### config.mk
export PLATFORM = sky130hd
export DESIGN_NAME = op_run_merge_peephole_top
export DESIGN_NICKNAME = d
export VERILOG_FILES = /design/src/rtl/orm_pkg.sv /design/src/rtl/orm_step.sv /design/src/rtl/orm_queue.sv /design/src/rtl/op_run_merge_peephole_top.sv
export VERILOG_INCLUDE_DIRS = /design/src /design/src/rtl
export SDC_FILE = /design/constraint.sdc
export NUM_CORES = 1
export LEC_CHECK = 0
export BUFFER_PORTS_ARGS = -buffer_cell sky130_fd_sc_hd__buf_2
export CORE_ASPECT_RATIO = 1.2
export CORE_MARGIN = 2
export CORE_UTILIZATION = 39
export CTS_CLUSTER_DIAMETER = 100
export DETAILED_ROUTE_END_ITERATION = 6
export PLACE_DENSITY_LB_ADDON = 0.05
export SETUP_SLACK_MARGIN = 0.3
export SLEW_MARGIN = 20
export SYNTH_ARGS = -nofsm -noshare
export SYNTH_HDL_FRONTEND = slang
export SYNTH_HIERARCHICAL = 1
export SYNTH_SLANG_ARGS = --single-unit
### constraint.sdc
create_clock -name clk -period 6.59 [get_ports clk]
set_input_delay 0.9885 -clock clk [delete_from_list [all_inputs] [get_ports clk]]
set_output_delay 0.9885 -clock clk [all_outputs]
set_load 0.02 [all_outputs]
### src/rtl/op_run_merge_peephole_top_defines.svh
// ----------------------------------------------------------------------------
// op_run_merge_peephole_top_defines.svh
// Assertion macros shared by the peephole RTL.
// ----------------------------------------------------------------------------
`ifndef OP_RUN_MERGE_PEEPHOLE_TOP_DEFINES_SVH
`define OP_RUN_MERGE_PEEPHOLE_TOP_DEFINES_SVH

// Same-cycle implication on clk, quiet during reset
`define ORM_ASSERT_NOW(lbl, ante, cons, msg) \
	lbl: assert property (@(posedge clk) disable iff (!arst_n) (ante) |-> (cons)) \
		else $error(msg);

// Next-cycle implication on clk, quiet during reset
`define ORM_ASSERT_NEXT(lbl, ante, cons, msg) \
	lbl: assert property (@(posedge clk) disable iff (!arst_n) (ante) |=> (cons)) \
		else $error(msg);

`endif

### src/rtl/orm_pkg.sv
// ----------------------------------------------------------------------------
// orm_pkg
// Codes, widths and shared types of the run-merge peephole.
// ----------------------------------------------------------------------------
package orm_pkg;

	localparam int VALUE_BITS  = 16;
	localparam int MAX_RESULTS = 3;
	localparam int QUEUE_DEPTH = 4;
	localparam int SLOT_BITS   = $clog2(QUEUE_DEPTH);
	localparam int CNT_BITS    = $clog2(QUEUE_DEPTH + 1);
	localparam int NRES_BITS   = $clog2(MAX_RESULTS + 1);

	// input operation codes
	localparam logic [2:0] OP_INC  = 3'd0;
	localparam logic [2:0] OP_DEC  = 3'd1;
	localparam logic [2:0] OP_FWD  = 3'd2;
	localparam logic [2:0] OP_BACK = 3'd3;
	localparam logic [2:0] OP_JZ   = 3'd4;
	localparam logic [2:0] OP_JNZ  = 3'd5;

	// result codes
	localparam logic [3:0] RES_DEC = 4'd1;
	localparam logic [3:0] RES_JZ  = 4'd4;
	localparam logic [3:0] RES_SZ  = 4'd8;

	typedef logic [VALUE_BITS-1:0] value_t;

	typedef struct packed {
		logic [2:0] run_code;
		value_t     run_sum;
		logic       run_open;
		logic       jz_held;
		logic       dec_held;
		value_t     held_dec_value;
	} orm_state_t;

	typedef struct packed {
		logic [3:0] code;
		value_t     value;
		logic       last;
	} orm_result_t;

	typedef struct packed {
		logic [CNT_BITS-1:0] cnt;
		logic                room;
	} orm_qstat_t;

endpackage

### src/rtl/orm_step.sv
// ----------------------------------------------------------------------------
// orm_step
// Peephole update for one item: next held state and up to three results.
// ----------------------------------------------------------------------------
module orm_step import orm_pkg::*; (
	input  orm_state_t             st,
	input  logic [2:0]             code,
	input  value_t                 value,
	input  logic                   last,
	output orm_state_t             st_nxt,
	output orm_result_t            res [MAX_RESULTS],
	output logic [NRES_BITS-1:0]   res_n
);

	logic do_take;

	always_comb begin
		st_nxt  = st;
		do_take = 1'b0;
		res_n   = '0;
		for (int i = 0; i < MAX_RESULTS; i++) begin
			res[i] = '0;
		end

		// clear-loop pattern tracking
		if (st.jz_held && st.dec_held) begin
			st_nxt.jz_held  = 1'b0;
			st_nxt.dec_held = 1'b0;
			if (code == OP_JNZ) begin
				res[res_n] = '{code: RES_SZ, value: '0, last: 1'b0};
				res_n = res_n + 1'b1;
			end else if (code == OP_DEC) begin
				res[res_n] = '{code: RES_JZ, value: '0, last: 1'b0};
				res_n = res_n + 1'b1;
				st_nxt.run_open = 1'b1;
				st_nxt.run_code = OP_DEC;
				st_nxt.run_sum  = st.held_dec_value + value;
			end else begin
				res[res_n] = '{code: RES_JZ, value: '0, last: 1'b0};
				res_n = res_n + 1'b1;
				res[res_n] = '{code: RES_DEC, value: st.held_dec_value, last: 1'b0};
				res_n = res_n + 1'b1;
				do_take = 1'b1;
			end
			st_nxt.held_dec_value = '0;
		end else if (st.jz_held) begin
			if (code == OP_DEC) begin
				st_nxt.dec_held       = 1'b1;
				st_nxt.held_dec_value = value;
			end else begin
				st_nxt.jz_held = 1'b0;
				res[res_n] = '{code: RES_JZ, value: '0, last: 1'b0};
				res_n = res_n + 1'b1;
				do_take = 1'b1;
			end
		end else begin
			do_take = 1'b1;
		end

		// normal handling: run merge, jz hold, pass-through
		if (do_take) begin
			if (code <= OP_BACK) begin
				if (st_nxt.run_open && st_nxt.run_code == code) begin
					st_nxt.run_sum = st_nxt.run_sum + value;
				end else begin
					if (st_nxt.run_open) begin
						res[res_n] = '{code: {1'b0, st_nxt.run_code}, value: st_nxt.run_sum,
							last: 1'b0};
						res_n = res_n + 1'b1;
					end
					st_nxt.run_open = 1'b1;
					st_nxt.run_code = code;
					st_nxt.run_sum  = value;
				end
			end else begin
				if (st_nxt.run_open) begin
					res[res_n] = '{code: {1'b0, st_nxt.run_code}, value: st_nxt.run_sum,
						last: 1'b0};
					res_n = res_n + 1'b1;
					st_nxt.run_open = 1'b0;
				end
				if (code == OP_JZ) begin
					st_nxt.jz_held = 1'b1;
				end else begin
					res[res_n] = '{code: {1'b0, code}, value: value, last: 1'b0};
					res_n = res_n + 1'b1;
				end
			end
		end

		// end of program: flush everything held
		if (last) begin
			if (st_nxt.run_open) begin
				res[res_n] = '{code: {1'b0, st_nxt.run_code}, value: st_nxt.run_sum,
					last: 1'b0};
				res_n = res_n + 1'b1;
			end
			if (st_nxt.jz_held) begin
				res[res_n] = '{code: RES_JZ, value: '0, last: 1'b0};
				res_n = res_n + 1'b1;
			end
			if (st_nxt.dec_held) begin
				res[res_n] = '{code: RES_DEC, value: st_nxt.held_dec_value, last: 1'b0};
				res_n = res_n + 1'b1;
			end
			st_nxt = '0;
			if (res_n != '0) begin
				res[res_n - 1'b1].last = 1'b1;
			end
		end
	end

endmodule

### src/rtl/orm_queue.sv
// ----------------------------------------------------------------------------
// orm_queue
// Shifting result buffer: head at slot 0, up to three pushes per cycle.
// ----------------------------------------------------------------------------
module orm_queue import orm_pkg::*; (
	input  logic                 clk,
	input  logic                 arst_n,
	input  orm_result_t          push_data [MAX_RESULTS],
	input  logic [NRES_BITS-1:0] push_n,
	input  logic                 pop,
	output orm_result_t          head,
	output orm_qstat_t           stat
);

	orm_result_t          slot_q [QUEUE_DEPTH];
	orm_result_t          slot_d [QUEUE_DEPTH];
	logic [CNT_BITS-1:0]  cnt_q;
	logic [CNT_BITS-1:0]  cnt_d;
	logic [CNT_BITS-1:0]  base;
	logic [CNT_BITS-1:0]  wr_idx;

	// shift on pop, then append the new results behind the survivors
	always_comb begin
		base = cnt_q - {{(CNT_BITS-1){1'b0}}, pop};
		for (int i = 0; i < QUEUE_DEPTH - 1; i++) begin
			slot_d[i] = pop ? slot_q[i+1] : slot_q[i];
		end
		slot_d[QUEUE_DEPTH-1] = slot_q[QUEUE_DEPTH-1];
		wr_idx = base;
		for (int j = 0; j < MAX_RESULTS; j++) begin
			if (push_n > NRES_BITS'(j)) begin
				slot_d[wr_idx[SLOT_BITS-1:0]] = push_data[j];
			end
			wr_idx = wr_idx + 1'b1;
		end
		cnt_d = base + CNT_BITS'(push_n);
	end

	// payload slots
	always_ff @(posedge clk) begin
		slot_q <= slot_d;
	end

	// fill count
	always_ff @(posedge clk or negedge arst_n) begin
		if (!arst_n) begin
			cnt_q <= '0;
		end else begin
			cnt_q <= cnt_d;
		end
	end

	assign head      = slot_q[0];
	assign stat.cnt  = cnt_q;
	assign stat.room = (cnt_q <= CNT_BITS'(QUEUE_DEPTH - MAX_RESULTS));

endmodule

### src/rtl/op_run_merge_peephole_top.sv
// ----------------------------------------------------------------------------
// op_run_merge_peephole_top
// Run-length merge and clear-loop peephole over an operation stream.
//
// Input channel (in_valid/in_ready) carries one operation per item: op_code,
// op_value and end_of_program. Output channel (out_valid/out_ready) carries
// one result per item: out_code, out_value, out_last.
// Runs of inc/dec/fwd/back merge into one result (sum wraps at 16 bits);
// jz, dec, jnz becomes one set-zero result; jz leaves with value 0.
// end_of_program flushes all held work and marks the last result out_last.
// out_valid for the first result of an item rises once the item has passed
// the input stage register and been written into the result buffer.
// Throughput: one item per cycle while each item causes at most one result
// and out_ready stays high; the single output port delivers one result per
// cycle, so an item causing several results holds the port for each of them.
// The input stage advances only when the 4-entry result buffer has room for
// three results, so an output stall backs up into in_ready.
// Reset empties the input stage, the result buffer and all held runs.
// ----------------------------------------------------------------------------
`include "op_run_merge_peephole_top_defines.svh"

module op_run_merge_peephole_top import orm_pkg::*; (
	input  logic         clk,
	input  logic         arst_n,
	input  logic         in_valid,
	output logic         in_ready,
	input  logic [2:0]   op_code,
	input  logic [15:0]  op_value,
	input  logic         end_of_program,
	output logic         out_valid,
	input  logic         out_ready,
	output logic [3:0]   out_code,
	output logic [15:0]  out_value,
	output logic         out_last
);

	logic                 v_s1;
	logic [2:0]           code_s1;
	value_t               value_s1;
	logic                 last_s1;
	logic                 step_go;
	orm_state_t           st_q;
	orm_state_t           st_nxt;
	orm_result_t          res [MAX_RESULTS];
	logic [NRES_BITS-1:0] res_n;
	logic [NRES_BITS-1:0] push_n;
	orm_result_t          head;
	orm_qstat_t           q_stat;
	logic                 pop;

	// input stage handshake
	assign step_go  = v_s1 && q_stat.room;
	assign in_ready = !v_s1 || step_go;

	always_ff @(posedge clk or negedge arst_n) begin
		if (!arst_n) begin
			v_s1 <= 1'b0;
		end else if (in_ready) begin
			v_s1 <= in_valid;
		end
	end

	always_ff @(posedge clk) begin
		if (in_valid && in_ready) begin
			code_s1  <= op_code;
			value_s1 <= op_value;
			last_s1  <= end_of_program;
		end
	end

	// peephole update
	orm_step u_step (
		.st     (st_q),
		.code   (code_s1),
		.value  (value_s1),
		.last   (last_s1),
		.st_nxt (st_nxt),
		.res    (res),
		.res_n  (res_n)
	);

	always_ff @(posedge clk or negedge arst_n) begin
		if (!arst_n) begin
			st_q <= '0;
		end else if (step_go) begin
			st_q <= st_nxt;
		end
	end

	// result buffer and output port
	assign push_n = step_go ? res_n : '0;
	assign pop    = out_valid && out_ready;

	orm_queue u_queue (
		.clk       (clk),
		.arst_n    (arst_n),
		.push_data (res),
		.push_n    (push_n),
		.pop       (pop),
		.head      (head),
		.stat      (q_stat)
	);

	assign out_valid = (q_stat.cnt != '0);
	assign out_code  = head.code;
	assign out_value = head.value;
	assign out_last  = head.last;

	// checks
	`ORM_ASSERT_NEXT(a_no_overflow, step_go, q_stat.cnt <= CNT_BITS'(QUEUE_DEPTH), "result buffer overflow")
	`ORM_ASSERT_NOW(a_last_has_result, step_go && last_s1, res_n != '0, "end of program gave no result")
	`ORM_ASSERT_NEXT(a_last_clears, step_go && last_s1, st_q == '0, "held state not cleared after end of program")
	`ORM_ASSERT_NOW(a_run_jz_excl, 1'b1, !(st_q.run_open && st_q.jz_held), "run open while jz held")
	`ORM_ASSERT_NOW(a_dec_needs_jz, st_q.dec_held, st_q.jz_held, "held decrement without held jz")

endmodule

==> impl_results.md <==
- R2r worst-path depth: 22
- Sequential share of power: 22.1%
- FF-to-FF Start: value_s1[2]
- Ports: 47
- R2R setup slack: 670 ps
- Hold_sp: u_queue/cnt_q[2]
- Arrival time worst endpoint: 6270 ps
- Setup Skew: 10.7 ps
- Placed insts: roughly 2.2k
- CTS root buffer: clkbuf_16
- Final wirelength: 54.7 mm
- Largest area contributor in the netlist: dfxtp_1
- Critical Path Max Stage Delay: roughly 540 ps
- Ranking of synthesized cells by area: dfxtp_1 (12%), dfrtp_1 (7.6%), o21ai_0 (6.7%), nand2_1 (6.2%), mux2_2 (5.1%)
- Total power: a little over 7 mW
- Worst hold slack: between 400 and 500 ps
- Worst skew pair latency: approximately 460 ps
- Post-Synthesis Cells: about 1.8k
- Cell repeated most along the worst path: nor2_1
- Worst Hold Class: flop to flop
- Die Wd: 176 um
- Number of synthesized register bits: 146
- Pre-CTS setup slack: 242 ps
- Post-layout util: 43.1%
- Core region area: 0.0349 mm^2
- Most frequent cells in the layout: nand2_1 (227), o21ai_0 (180), nor2_1 (101)
- Placer Congestion: ~0.95
- CP Cell Sequence: ha_1 > o21ai_0 > nor2_1 > o21a_1 > nor2_1 > xnor2_1 > mux2i_1 > inv_1 > ha_1 > o21a_1 > o311a_1 > a221oi_1 > buf_4 > a31oi_1 > a21oi_1 > xor2_1 > nor2_1 > a211oi_2 > o311ai_1 > buf_4 > or3_1 > a32o_1
- NumNets Final: 1,840
- Crit-path slowest cell: edfxtp_1
- Initial antenna violation count: 0
- Final hold vios: 0
- Largest net degree at the start of global routing: between 80 and 90
- Vias/cell: 6.36
- CP required: just under 7000 ps
- Max-slew headroom: between 20% and 30%
- Placed wire-length estimate: ~39 mm
- Clock transition at path regs: 70 ps
- Clock share of power: between 10% and 20%
- First-pass GRT wire length: 84.3 mm
- Drt drc: 0
- Worst-path fanout max: 7
- Clock buffer depth: 2
- Setup-failing EPs final: 0
- Int Pwr: 3.59 mW
- P per Cell Area: 472 mW/mm^2
- Initial Utilization: 39.6%
- Synthesis Warnings: 6
- H-tree Lvls: 4
- Critical Path Sink: u_queue/slot_q[56]
- Sw Ratio: 49.4%
- Clock sinks: 146
- Crit path from: value_s1[2]
- Via count: 14.2k
- Commonest non-fill, non-tap cell in the layout: nand2_1
- Crit. path cell count: 22
- Post-synth EDFFs: 20
- Grt ovf: 0
- Gate power share: a little under two thirds
- Fin worst setup slack: 673 ps
- Critical Path Start Type: flop
- Final TNS setup: 0 ps
- RSZ-0062 raised after global routing: true
- Top delay family on crit path: compound AO/OA/AOI/OAI gates
- Post-Syn Area: approximately 0.014 mm^2
- Dpl cell area: 0.0144 mm^2
- MaxCap Viol Count: 0
- Cell Rows: between 70 and 80
- Finished Layout Cells: 2,238
- Register area share after synthesis: roughly 24%
- Main flop type after synthesis: dfxtp_1
- CP Class: flop to flop
- DRT antenna net count: 0
- Final Cell Area: 0.0150 mm^2
- TritonRoute pass-1 iters: 6
- Port bufs: 46
- Die extent in y: 210 um
- Setup crit end kind: flop
- Slew @ Worst Pin: 1190 ps
- Synth async-reset ratio: 28.8%
- Die area: 0.0370 mm^2
- CTS tree: done
- VDD IR max: 0.244 mV
- DR WL/cell: roughly 24 um
- FMAX: 169 MHz
- TritonCTS Buffers: 17
- Share of layout cells above drive strength 1: 16.5%
- Final Cycle Share: 89.8%
- CP Buf/Inv Count: 3
- Area delta synth->final: 8.91%
- Yosys top cell area share: 12.2%
- GRT Resource Usage Total: 29.8%
- Cts hold-fix bufs: 0
- Psw: 3.51 mW
- Status: finished clean
- Yosys cell types: 87
- Number of global-route vias before repair: 13.7k
- Leak: 5.88 nW
- Final min period: 5920 ps
- Slew Limit Fails: 0
- R2R Path End: u_queue/slot_q[56]
- Syn Area/Cell: 7.69 um^2
- Initial DRC Count: 1,413
worst min-delay path by stage:
stage,to,cells after the start
detailed placement,u_queue/cnt_q[2],1
CTS,u_queue/cnt_q[2],1
finish,u_queue/cnt_q[2],1
floorplan,u_queue/cnt_q[2],1
global placement,u_queue/cnt_q[2],1
global route,st_q[21],1
layer usage:
metal / share of wire [%] / vias up / GRT usage [%]
met5: 0 / - / 0
met4: 3.4 / 0 / 12.1
met3: 5.8 / 113 / 3.66
met2: 48 / 597 / 50.1
li1: - / 6605 / -
met1: 43 / 6922 / 38.6
kinds of logic (layout without fill, tap and decap cells):
group           after synthesis  count (layout)  synth area share (%)
compound gates              657             657                  32.2
xor+xnor                     26              26                  1.65
fa+ha+maj                    53              53                  4.96
buf+inv                     231             209                  7.60
flops                       146             146                  24.1
mux                         125             125                  10.4
other cells                   1               3                0.0271
simple gates                557             557                  19.1
cells in the mapped netlist (4+ instances only):
master       n
a211oi_1    14
a21o_1      17
a21oi_1     96
a22o_1      23
a22oi_1     26
a31oi_1     29
a32o_1      26
a32oi_1     50
and2_1      22
and3_1       8
buf_1        4
buf_2       38
buf_4       30
clkbuf_1   100
dfrtp_1     42
dfxtp_1     84
edfxtp_1    20
ha_1        50
inv_1       53
mux2_2      62
mux2_4      20
mux2i_1     42
nand2_1    228
nand2b_1    18
nand3_1     45
nand3b_1     4
nor2_1     102
nor2b_1     30
nor3_1      26
o2111ai_1    5
o211ai_1    29
o21a_1       8
o21ai_0    184
o21ai_1     12
o21bai_1     5
o221ai_1     9
o22ai_1     35
o311ai_0     6
o31ai_1     26
o32ai_1     21
or2_2       24
or3_1       26
xnor2_1     11
xor2_1      15
power groups by stage:
stage | logic (mW) | registers (mW) | clock network, mW
2_1_floorplan | 3.29 | 1.47 | 0
3_3_place_gp | 4.40 | 1.58 | 0
3_5_place_dp | 4.41 | 1.59 | 0
4_1_cts | 4.42 | 1.57 | 1.02
5_1_grt | 4.90 | 1.62 | 1.05
6_report | 4.53 | 1.57 | 0.998
area by class of cell:
cell class	count	area [um^2]
antenna	1	2.50
clock buffer	21	470
clock inverter	10	98.8
fill	3652	19900
inverter	56	210
multi-input combinational	1420	9510
sequential	146	3330
tap	462	578
timing repair buffer	122	842
worst register-to-register path: cells and delay by family, from the launching register on:
family                   cells  cell delay (ps)
buffers and inverters        3              530
adder cells (fa/ha/maj)      2              830
XOR/XNOR                     2              300
multiplexers                 1              490
flip-flops                   1              540
AND/OR/NAND/NOR              4              760
AO/OA/AOI/OAI               10             2370
sequential cells by signal, indices dropped and copies added, names as in the netlist:
register        cells
u_queue/slot_q     63
st_q               38
u_queue/head       21
value_s1           16
code_s1             3
u_queue/cnt_q       3
last_s1             1
v_s1                1
repair_timing:
action,in CTS,in global routing
pin swaps,0,2
buffers inserted,0,3
setup endpoints to repair,2,85
gates resized for setup,1,17
(Power assumes the default switching activity.)
